==> src/hdl/frc_pkg.sv <==
// Package holding the transaction types, codes and CRC helper of the frame receiver.
package frc_pkg;

    typedef struct packed {
        logic [7:0] rx_byte;
        logic       chunk_end;
    } t_in_item;

    typedef struct packed {
        logic [7:0] payload_byte;
        logic       last;
        logic [1:0] frame_status;
        logic [7:0] command_id;
    } t_out_item;

    localparam logic [1:0] ST_OK        = 2'd0;
    localparam logic [1:0] ST_CRC_ERR   = 2'd1;
    localparam logic [1:0] ST_MALFORMED = 2'd2;
    localparam logic [1:0] ST_TOO_LONG  = 2'd3;

    localparam logic [7:0]  START_BYTE  = 8'h7E;
    localparam logic [7:0]  END_BYTE    = 8'hFF;
    localparam logic [15:0] CRC_INIT    = 16'hFFFF;
    localparam logic [15:0] CRC_POLY    = 16'h1021;
    localparam logic [7:0]  SHORT_LIMIT = 8'd6;
    localparam logic [6:0]  POS_SAT     = 7'd127;
    localparam logic [6:0]  POS_CMD     = 7'd2;
    localparam logic [6:0]  POS_RELEASE = 7'd4;

    function automatic logic [15:0] crc_fold(input logic [15:0] crc, input logic [7:0] b);
        logic [15:0] c;
        c = crc ^ {b, 8'h00};
        for (int i = 0; i < 8; i++) begin
            if (c[15]) begin
                c = {c[14:0], 1'b0} ^ CRC_POLY;
            end else begin
                c = {c[14:0], 1'b0};
            end
        end
        return c;
    endfunction

endpackage

==> src/hdl/frc_out_stage.sv <==
// Output register stage that holds one result transaction until it is taken.
module frc_out_stage
    import frc_pkg::*;
(
    input  logic      i_clk,
    input  logic      i_rst_n,
    input  logic      i_valid,
    output logic      o_ready,
    input  t_out_item i_data,
    output logic      o_valid,
    input  logic      i_ready,
    output t_out_item o_data
);

    logic      r_valid;
    t_out_item r_data;

    assign o_ready = !r_valid || i_ready;
    assign o_valid = r_valid;
    assign o_data  = r_data;

    always_ff @(posedge i_clk) begin
        if (!i_rst_n) begin
            r_valid <= 1'b0;
        end else if (o_ready) begin
            r_valid <= i_valid;
        end
    end

    always_ff @(posedge i_clk) begin
        if (o_ready && i_valid) begin
            r_data <= i_data;
        end
    end

endmodule

==> src/hdl/frame_receiver_crc16_check.sv <==
// Top level of the delimited frame receiver with CRC-16 check.
// A result is registered in the output stage and appears on the output in the cycle after the input transaction.
// Throughput: one input byte per cycle; the output register decides readiness.
// A byte before chunk index 4 that does not close the chunk gives no result.
// Reset is synchronous and active low; it clears the position, delay line,
// CRC and the output register. The closing byte returns all other state to reset.
module frame_receiver_crc16_check
    import frc_pkg::*;
#(
    parameter int MAX_PAYLOAD = 16,
    parameter int MAX_CHUNK   = 64
) (
    input  logic      i_clk,
    input  logic      i_rst_n,
    input  logic      i_in_valid,
    output logic      o_in_ready,
    input  t_in_item  i_in_data,
    output logic      o_out_valid,
    input  logic      i_out_ready,
    output t_out_item o_out_data
);

    localparam logic [7:0] LP_MAX_CHUNK = 8'(MAX_CHUNK);
    localparam logic [7:0] LP_MAX_POS   = 8'(MAX_PAYLOAD + 3);

    logic [6:0]  r_pos,      n_pos;
    logic [7:0]  r_delay [3];
    logic [7:0]  n_delay [3];
    logic [15:0] r_crc,      n_crc;
    logic        r_start_ok, n_start_ok;
    logic [7:0]  r_cmd,      n_cmd;

    logic        accept;
    logic        released;
    logic        start_ok_eff;
    logic [7:0]  cmd_eff;
    logic [15:0] crc_eff;
    logic [7:0]  total;
    logic [7:0]  pos_ext;
    logic [1:0]  status;
    logic        res_valid;
    t_out_item   res;

    assign accept   = i_in_valid && o_in_ready;
    assign released = (r_pos >= POS_RELEASE);
    assign pos_ext  = {1'b0, r_pos};
    assign total    = pos_ext + 8'd1;

    always_comb begin
        start_ok_eff = (r_pos == '0) ? (i_in_data.rx_byte == START_BYTE) : r_start_ok;
        if (r_pos == '0) begin
            cmd_eff = '0;
        end else if (r_pos == POS_CMD) begin
            cmd_eff = i_in_data.rx_byte;
        end else begin
            cmd_eff = r_cmd;
        end
        crc_eff = released ? crc_fold(r_crc, r_delay[0]) : r_crc;

        if (!start_ok_eff || i_in_data.rx_byte != END_BYTE || total <= SHORT_LIMIT) begin
            status = ST_MALFORMED;
        end else if (total > LP_MAX_CHUNK || pos_ext > LP_MAX_POS) begin
            status = ST_TOO_LONG;
        end else if (crc_eff == {r_delay[1], r_delay[2]}) begin
            status = ST_OK;
        end else begin
            status = ST_CRC_ERR;
        end
    end

    always_comb begin
        res_valid        = accept && (i_in_data.chunk_end || released);
        res.payload_byte = (released && start_ok_eff) ? r_delay[0] : 8'h00;
        res.last         = i_in_data.chunk_end;
        res.frame_status = i_in_data.chunk_end ? status : ST_OK;
        res.command_id   = i_in_data.chunk_end ? cmd_eff : 8'h00;
    end

    always_comb begin
        n_pos      = r_pos;
        n_delay    = r_delay;
        n_crc      = r_crc;
        n_start_ok = r_start_ok;
        n_cmd      = r_cmd;
        if (accept) begin
            if (i_in_data.chunk_end) begin
                n_pos      = '0;
                n_delay    = '{default: 8'h00};
                n_crc      = CRC_INIT;
                n_start_ok = 1'b0;
                n_cmd      = '0;
            end else begin
                n_pos      = (r_pos == POS_SAT) ? r_pos : r_pos + 7'd1;
                n_start_ok = start_ok_eff;
                n_cmd      = cmd_eff;
                n_crc      = crc_eff;
                if (r_pos != '0) begin
                    n_delay[0] = r_delay[1];
                    n_delay[1] = r_delay[2];
                    n_delay[2] = i_in_data.rx_byte;
                end
            end
        end
    end

    always_ff @(posedge i_clk) begin
        if (!i_rst_n) begin
            r_pos      <= '0;
            r_delay    <= '{default: 8'h00};
            r_crc      <= CRC_INIT;
            r_start_ok <= 1'b0;
            r_cmd      <= '0;
        end else begin
            r_pos      <= n_pos;
            r_delay    <= n_delay;
            r_crc      <= n_crc;
            r_start_ok <= n_start_ok;
            r_cmd      <= n_cmd;
        end
    end

    frc_out_stage u_out_stage (
        .i_clk   (i_clk),
        .i_rst_n (i_rst_n),
        .i_valid (res_valid),
        .o_ready (o_in_ready),
        .i_data  (res),
        .o_valid (o_out_valid),
        .i_ready (i_out_ready),
        .o_data  (o_out_data)
    );

endmodule

==> config.mk <==
export PLATFORM = sky130hd
export DESIGN_NAME = frame_receiver_crc16_check
export DESIGN_NICKNAME = d
export VERILOG_FILES = /design/src/hdl/frc_pkg.sv /design/src/hdl/frc_out_stage.sv /design/src/hdl/frame_receiver_crc16_check.sv
export SDC_FILE = /design/constraint.sdc
export NUM_CORES = 1
export LEC_CHECK = 0
export ABC_AREA = 1
export BUFFER_PORTS_ARGS = -buffer_cell sky130_fd_sc_hd__buf_2
export CELL_PAD_IN_SITES_DETAIL_PLACEMENT = 1
export CELL_PAD_IN_SITES_GLOBAL_PLACEMENT = 1
export CORE_MARGIN = 4
export CORE_UTILIZATION = 46
export DETAILED_ROUTE_END_ITERATION = 12
export GPL_ROUTABILITY_DRIVEN = 0
export GPL_TIMING_DRIVEN = 0
export HOLD_SLACK_MARGIN = 0.08
export PLACE_DENSITY_LB_ADDON = 0.1
export SETUP_SLACK_MARGIN = 0.05
export SLEW_MARGIN = 20
export SYNTH_ARGS = -nofsm -noshare
export SYNTH_HDL_FRONTEND = slang
export SYNTH_SLANG_ARGS = --single-unit
==> constraint.sdc <==
create_clock -name i_clk -period 4.87 [get_ports i_clk]
set_input_delay 0.7305 -clock i_clk [delete_from_list [all_inputs] [get_ports i_clk]]
set_output_delay 0.7305 -clock i_clk [all_outputs]
set_load 0.01 [all_outputs]
==> impl_metrics.ini, run 1 <==
[placement]
dp_worst_setup_slack_ns = 2.51
dp_cells = 724
hpwl_um = 9670
postPlaceCellArea_sq_um = 4350
port_buffers = 32

[power]
p_int_mw = 0.985
power_frac_comb_pct = 7.5
p_sw_share_pct = 25.4
clkPwrFrac_pct = 42.4
power.density_nw_per_um2 = 289
finalPower_mw = 1.32
ir_drop_mv = 0.155
power_switching_mw = 0.336
p_leak_nw = 2.02
p_seq_share_pct = 50.1

[drt]
wl_per_cell_um = 18.0
vias_per_cell = 5.61
drc_errors = 0
first_pass_iters = 5
via_count = 4155
first_iter_violations = 234
wirelength_um = 13300
final_antenna_net_count = 0

[cells_and_area]
drive_gt1_share_pct = 11.2
postLayoutCellArea_sq_um = 4580
final_cells = 740
layout_commonest_cell = nand2_1
syn2layout_area_growth_pct = 13.5
final_cell_mix = nand2_1 (214), nor2_1 (67), dfxtp_1 (57), inv_1 (51), buf_2 (37)
n_antenna_cell = 0
fin_nets = 647

[sta]
fin_setup_tns_ns = 0
finalHoldViolCount = 0
fmax_ghz = 0.432
slew_headroom_pct = 49.7
fin_crit_ns = 2.31
rsz0062_at_grt = no
slew_viol_final = 0
fin_skew_ns = 0.00900
setup_viol = 0
setup_ws_ns = 2.56
worst_slew_pin_slew_ns = 0.754
post-route-period-util_pct = 47.5

[synth]
ys.warnings.count = 0
post_synth_instance_area_sq_um = 4030
syn_avg_cell_area_sq_um = 6.88
yosysTopAreaCellShare_pct = 28.3
synthTopCellsByArea = dfxtp_1 (28%), nand2_1 (20%), edfxtp_1 (14%)
synth_area_leader_cell = dfxtp_1
ys_seq_area_share_pct = 42.4
synth_cell_types = 29
ys_ff_latch = 76
synth_cells = 586
synth_nets = 603

[floorplan]
start_util_pct = 48.1
dieArea_sq_um = 10300
core_sq_um = 8380
die_h_um = 102
core.rowCount = 33
die_w_um = 102
ioPinCount = 34

[critical_path]
r2r-start = r_pos[5]
crit_slowest_cell = dfxtp_1
r2r_cells = 13
critPathBufInv = 1
cp_slowest_stage_delay_ns = 0.37
arrival_ns = 2.42
start_kind = flip-flop
path_cells = nor2_4 -> nand2_2 -> nor2_4 -> buf_6 -> nand2_1 -> nand3_1 -> nand2_1 -> nor2_1 -> nand2_1 -> nor2_1 -> nand2_1 -> nor2_1 -> nor2_1
cp-end-kind = flip-flop
r2r_slack_ns = 2.56
required_ns = 4.98
r2r_end = u_out_stage.o_data[8]
critical_path.top_delay_family = simple AND/OR/NAND/NOR gates
setup.worst_path.class = reg2reg
path_max_fanout = 10

[global_route]
grt_pass1_wl_um = 21700
grt_use_total_pct = 27.1
antenna_found_initial = 0
grt-ovfl-total = 0
grt_max_degree = 15
first_global_vias = 4399

[clock_tree]
root_buffer = clkbuf_8
tritoncts = yes
h-tree-depth = 3
numCtsBuffers = 9
clk_latency_ns = 0.36
postCtsSetupBuffers = 0
clk_path_buf_depth = 2
cts_hold_buf = 0
path_clk_slew_ns = 0.08
clock-sinks = 76
ctsResizeCount = 0

[hold_path]
whs_endpoint = r_start_ok
hold_depth = 2
min_from = r_start_ok
hold_path.class = reg2reg

[job]
max-cap-violations = 0

[outcome]
status = completed
metrics by stage:
step	util, %	hold WS (ns)
floorplan	-	0.442
global placement	51.6	0.449
detailed placement	51.9	0.463
CTS	54.6	0.475
global route	54.6	0.493
finish	54.6	0.470
worst min-delay path: stages (launching register included):
cell     delay, ns
dfxtp_1       0.31
nand2_1       0.06
a21oi_1       0.06
layer usage:
metal  GRT usage [%]  vias up  routed length, um
li1                -     2004                  -
met3            3.72       29                634
met5               0        -                  0
met2            48.3      101               6810
met1            32.9     2021               5550
met4            10.7        0                340
worst max path at each step:
stage	endpoint	slack (ns)	from	cells after the start
final	u_out_stage.o_data[8]	2.56	r_pos[5]	13
after CTS	u_out_stage.o_data[8]	2.59	r_pos[5]	13
after detailed placement	r_delay[13]	2.51	i_out_ready	10
after floorplan	u_out_stage.o_data[0]	2.26	i_out_ready	5
after global placement	u_out_stage.o_data[13]	1.37	i_out_ready	6
after global routing	u_out_stage.o_data[9]	2.36	r_pos[2]	10
power groups by stage:
| stage | logic (mW) | clock network, mW | registers [mW] |
|---|---|---|---|
| 6_report | 0.0993 | 0.560 | 0.662 |
| 5_1_grt | 0.108 | 0.590 | 0.663 |
| 4_1_cts | 0.0987 | 0.563 | 0.662 |
| 3_5_place_dp | 0.0974 | 0 | 0.676 |
| 3_3_place_gp | 0.0923 | 0 | 0.676 |
| 2_1_floorplan | 0.0505 | 0 | 0.678 |
kinds of logic after synthesis:
| kind of cell | count (synthesis) | share of synthesized area [%] |
|---|---|---|
| compound gates | 74 | 11.0 |
| xor+xnor | 2 | 0.434 |
| fa+ha+maj | 4 | 1.24 |
| buf+inv | 75 | 7.60 |
| flops | 76 | 42.4 |
| simple gates | 355 | 37.3 |
flip-flops by register name, indices dropped and copies added (netlist names):
name and count:
r_delay 24, u_out_stage.o_valid 1, r_pos 7, r_crc 16
u_out_stage.o_data 19, r_cmd 8, r_start_ok 1
Yosys cell counts:
library cell,instances
nand3b_1,7
xor2_1,2
o21ai_1,4
buf_6,1
buf_2,5
or2_2,1
clkbuf_1,9
nand2_2,3
ha_1,4
inv_1,51
nand4_1,11
o21ai_2,1
buf_4,3
nor3_1,13
nand2_1,214
nand3_1,27
a21oi_1,24
o21ai_0,13
nand3_4,1
edfxtp_1,19
o22ai_1,8
clkinv_1,1
dfxtp_1,57
buf_1,1
nor2_4,3
nor2_1,67
a22oi_1,24
inv_2,4
nor4_1,8
cell type report:
class | count | area, sq um
Tap cell | 105 | 131
Clock buffer | 11 | 141
Fill cell | 1125 | 3810
Multi-Input combinational cell | 435 | 2030
Timing Repair Buffer | 33 | 175
Clock inverter | 5 | 83.8
Inverter | 56 | 210
Buffer | 19 | 96.3
Sequential cell | 76 | 1710
(Power assumes the default switching activity.)
==> run 2, diff against run 1 <==
Settings changed: CORE_UTILIZATION 46 to 43.
Clock period 4.87 ns to 2.2 ns, I/O delays scaled along.
==> run 2 against run 1 <==
  * Register-to-register slack worse by 2.5 ns
  * Final cell count up 1.9%
  * Sequential share of layout area down 0.62 points
  * Worst hold slack worse by 0.19 ns
  * Via count up 0.24%
  * Die area up 6.4%
  * Critical path type unchanged
  * Largest cell class unchanged
==> impl_metrics.ini, run 2 (synthesis gave the netlist of run 1 again) <==
[drt]
first_pass_iters = 4
drc_errors = 0
top_layer = met4
dr_wl_met2_um = 6860
first_iter_violations = 172
via_count = 4165
wl_per_cell_um = 17.8
drt-met1-wl_um = 5690
vias_per_cell = 5.52
final_antenna_net_count = 0
wirelength_um = 13400
wl_met3_um = 557

[global_route]
first_global_vias = 4394
antenna_found_initial = 0
grt_use_total_pct = 24.7
grt-ovfl-total = 0
grt_max_degree = 21
grt_pass1_wl_um = 21800

[cells_and_area]
fin_nets = 655
final_cell_mix = nand2_1 (212), nor2_1 (66), dfxtp_1 (54), inv_1 (50), buf_2 (36)
top_register = r_delay
multi_input_area_sq_um = 2060
layout_commonest_cell = nand2_1
largest_reg_flops = 24
postLayoutCellArea_sq_um = 4660
fillerInstances = 1222
drive_gt1_share_pct = 13.5
register_area_sq_um = 1720
syn2layout_area_growth_pct = 15.6
n_antenna_cell = 0

[sta]
fmax_ghz = 0.471
rsz0062_at_grt = yes
worst_slew_pin_slew_ns = 0.700
fin_skew_ns = 0.0158
fin_crit_ns = 2.12
whs_ns = 0.278
post-route-period-util_pct = 96.4
slew_headroom_pct = 53.3
slew_viol_final = 0
finalHoldViolCount = 0
setup_viol = 0

[power]
p_leak_nw = 2.07
ir_drop_mv = 0.315
power.density_nw_per_um2 = 601

[clock_tree]
h-tree-depth = 3
tritoncts = yes
cts_hold_buf = 0
clk_path_buf_depth = 2
path_clk_slew_ns = 0.08
numCtsBuffers = 9
clk_latency_ns = 0.35
clock-sinks = 76
root_buffer = clkbuf_8

[job]
max-cap-violations = 0

[floorplan]
die_h_um = 105
start_util_pct = 43.9
ioPinCount = 34
die_w_um = 105
core_sq_um = 9200
core.rowCount = 35
dieArea_sq_um = 11000

[critical_path]
cpMostUsedCell = nand2_1
critical_path.top_delay_family = simple AND/OR/NAND/NOR gates
path_max_fanout = 8
path_cells = nor2_4 -> nand2_2 -> nor2_4 -> buf_12 -> buf_8 -> buf_4 -> nand2_1 -> nand3b_1 -> nand2_1 -> nor2_1 -> nand2_1 -> nor2_2 -> nor2_1
required_ns = 2.31
cp_slowest_stage_delay_ns = 0.37
arrival_ns = 2.23
crit_slowest_cell = dfxtp_1
critPathBufInv = 3
r2r-start = r_pos[5]
cp-end-kind = flip-flop
start_kind = flip-flop
setup.worst_path.class = reg2reg
crit_start = r_pos[5]

[outcome]
status = completed

[hold_path]
hold_path.class = in2reg
min_from = i_in_data[0]

[placement]
port_buffers = 32
hpwl_um = 9540
postPlaceCellArea_sq_um = 4340
-- run 2: layout make-up --
cell class,count,share of cell area (%)
repair buffers,40,4.99
well taps,111,2.98
multi-input cells,436,44.2
clock buffers,9,2.66
flip-flops and latches,76,36.8
plain buffers,19,2.28
clock inverters,7,1.58
inverters,56,4.56
-- run 2: through the flow --
stage               setup TNS [ns]  std cells  total power [mW]  worst slack (ns)  utilization, %
finish                           0        754              2.80            0.0790            50.7
global route               -0.0916        754              2.91           -0.0916            50.7
CTS                              0        746              2.82            0.0563            49.7
detailed placement          -0.401        729              1.71           -0.0527            47.2
global placement             -3.50        729              1.70            -0.183            47.1
floorplan                        0        586              1.61             0.421               -
-- run 2: metal layers --
| layer | vias up | global-route usage [%] |
|---|---|---|
| li1 | 2025 | - |
| met1 | 2020 | 29.3 |
| met2 | 97 | 43.4 |
| met3 | 23 | 4.51 |
| met4 | 0 | 11.1 |
| met5 | - | 0 |
-- run 2: power breakdown --
group / switching [mW] / internal (mW) / leakage, nW / total [mW]
combinational: 0.164 / 0.0553 / 1.33 / 0.219
clock: 0.584 / 0.531 / 0.102 / 1.12
sequential: 0.0154 / 1.45 / 0.646 / 1.47
-- run 2: repair_timing --
item | 4_1_cts | 5_1_grt
setup endpoints to repair | 10 | 21
gates resized for setup | 7 | 7
pin swaps | 3 | 5
buffers inserted | 1 | 7
cloned | 0 | 1
-- run 2: final timing paths --
| path | end | slack [ns] | depth (start not counted) |
|---|---|---|---|
| worst min-delay path | u_out_stage.o_data[10] | 0.28 | 1 |
| worst min register to register | r_cmd[5] | 0.47 | 2 |
| worst max register to register | u_out_stage.o_data[8] | 0.08 | 13 |
| worst max-delay path | u_out_stage.o_data[8] | 0.08 | 13 |
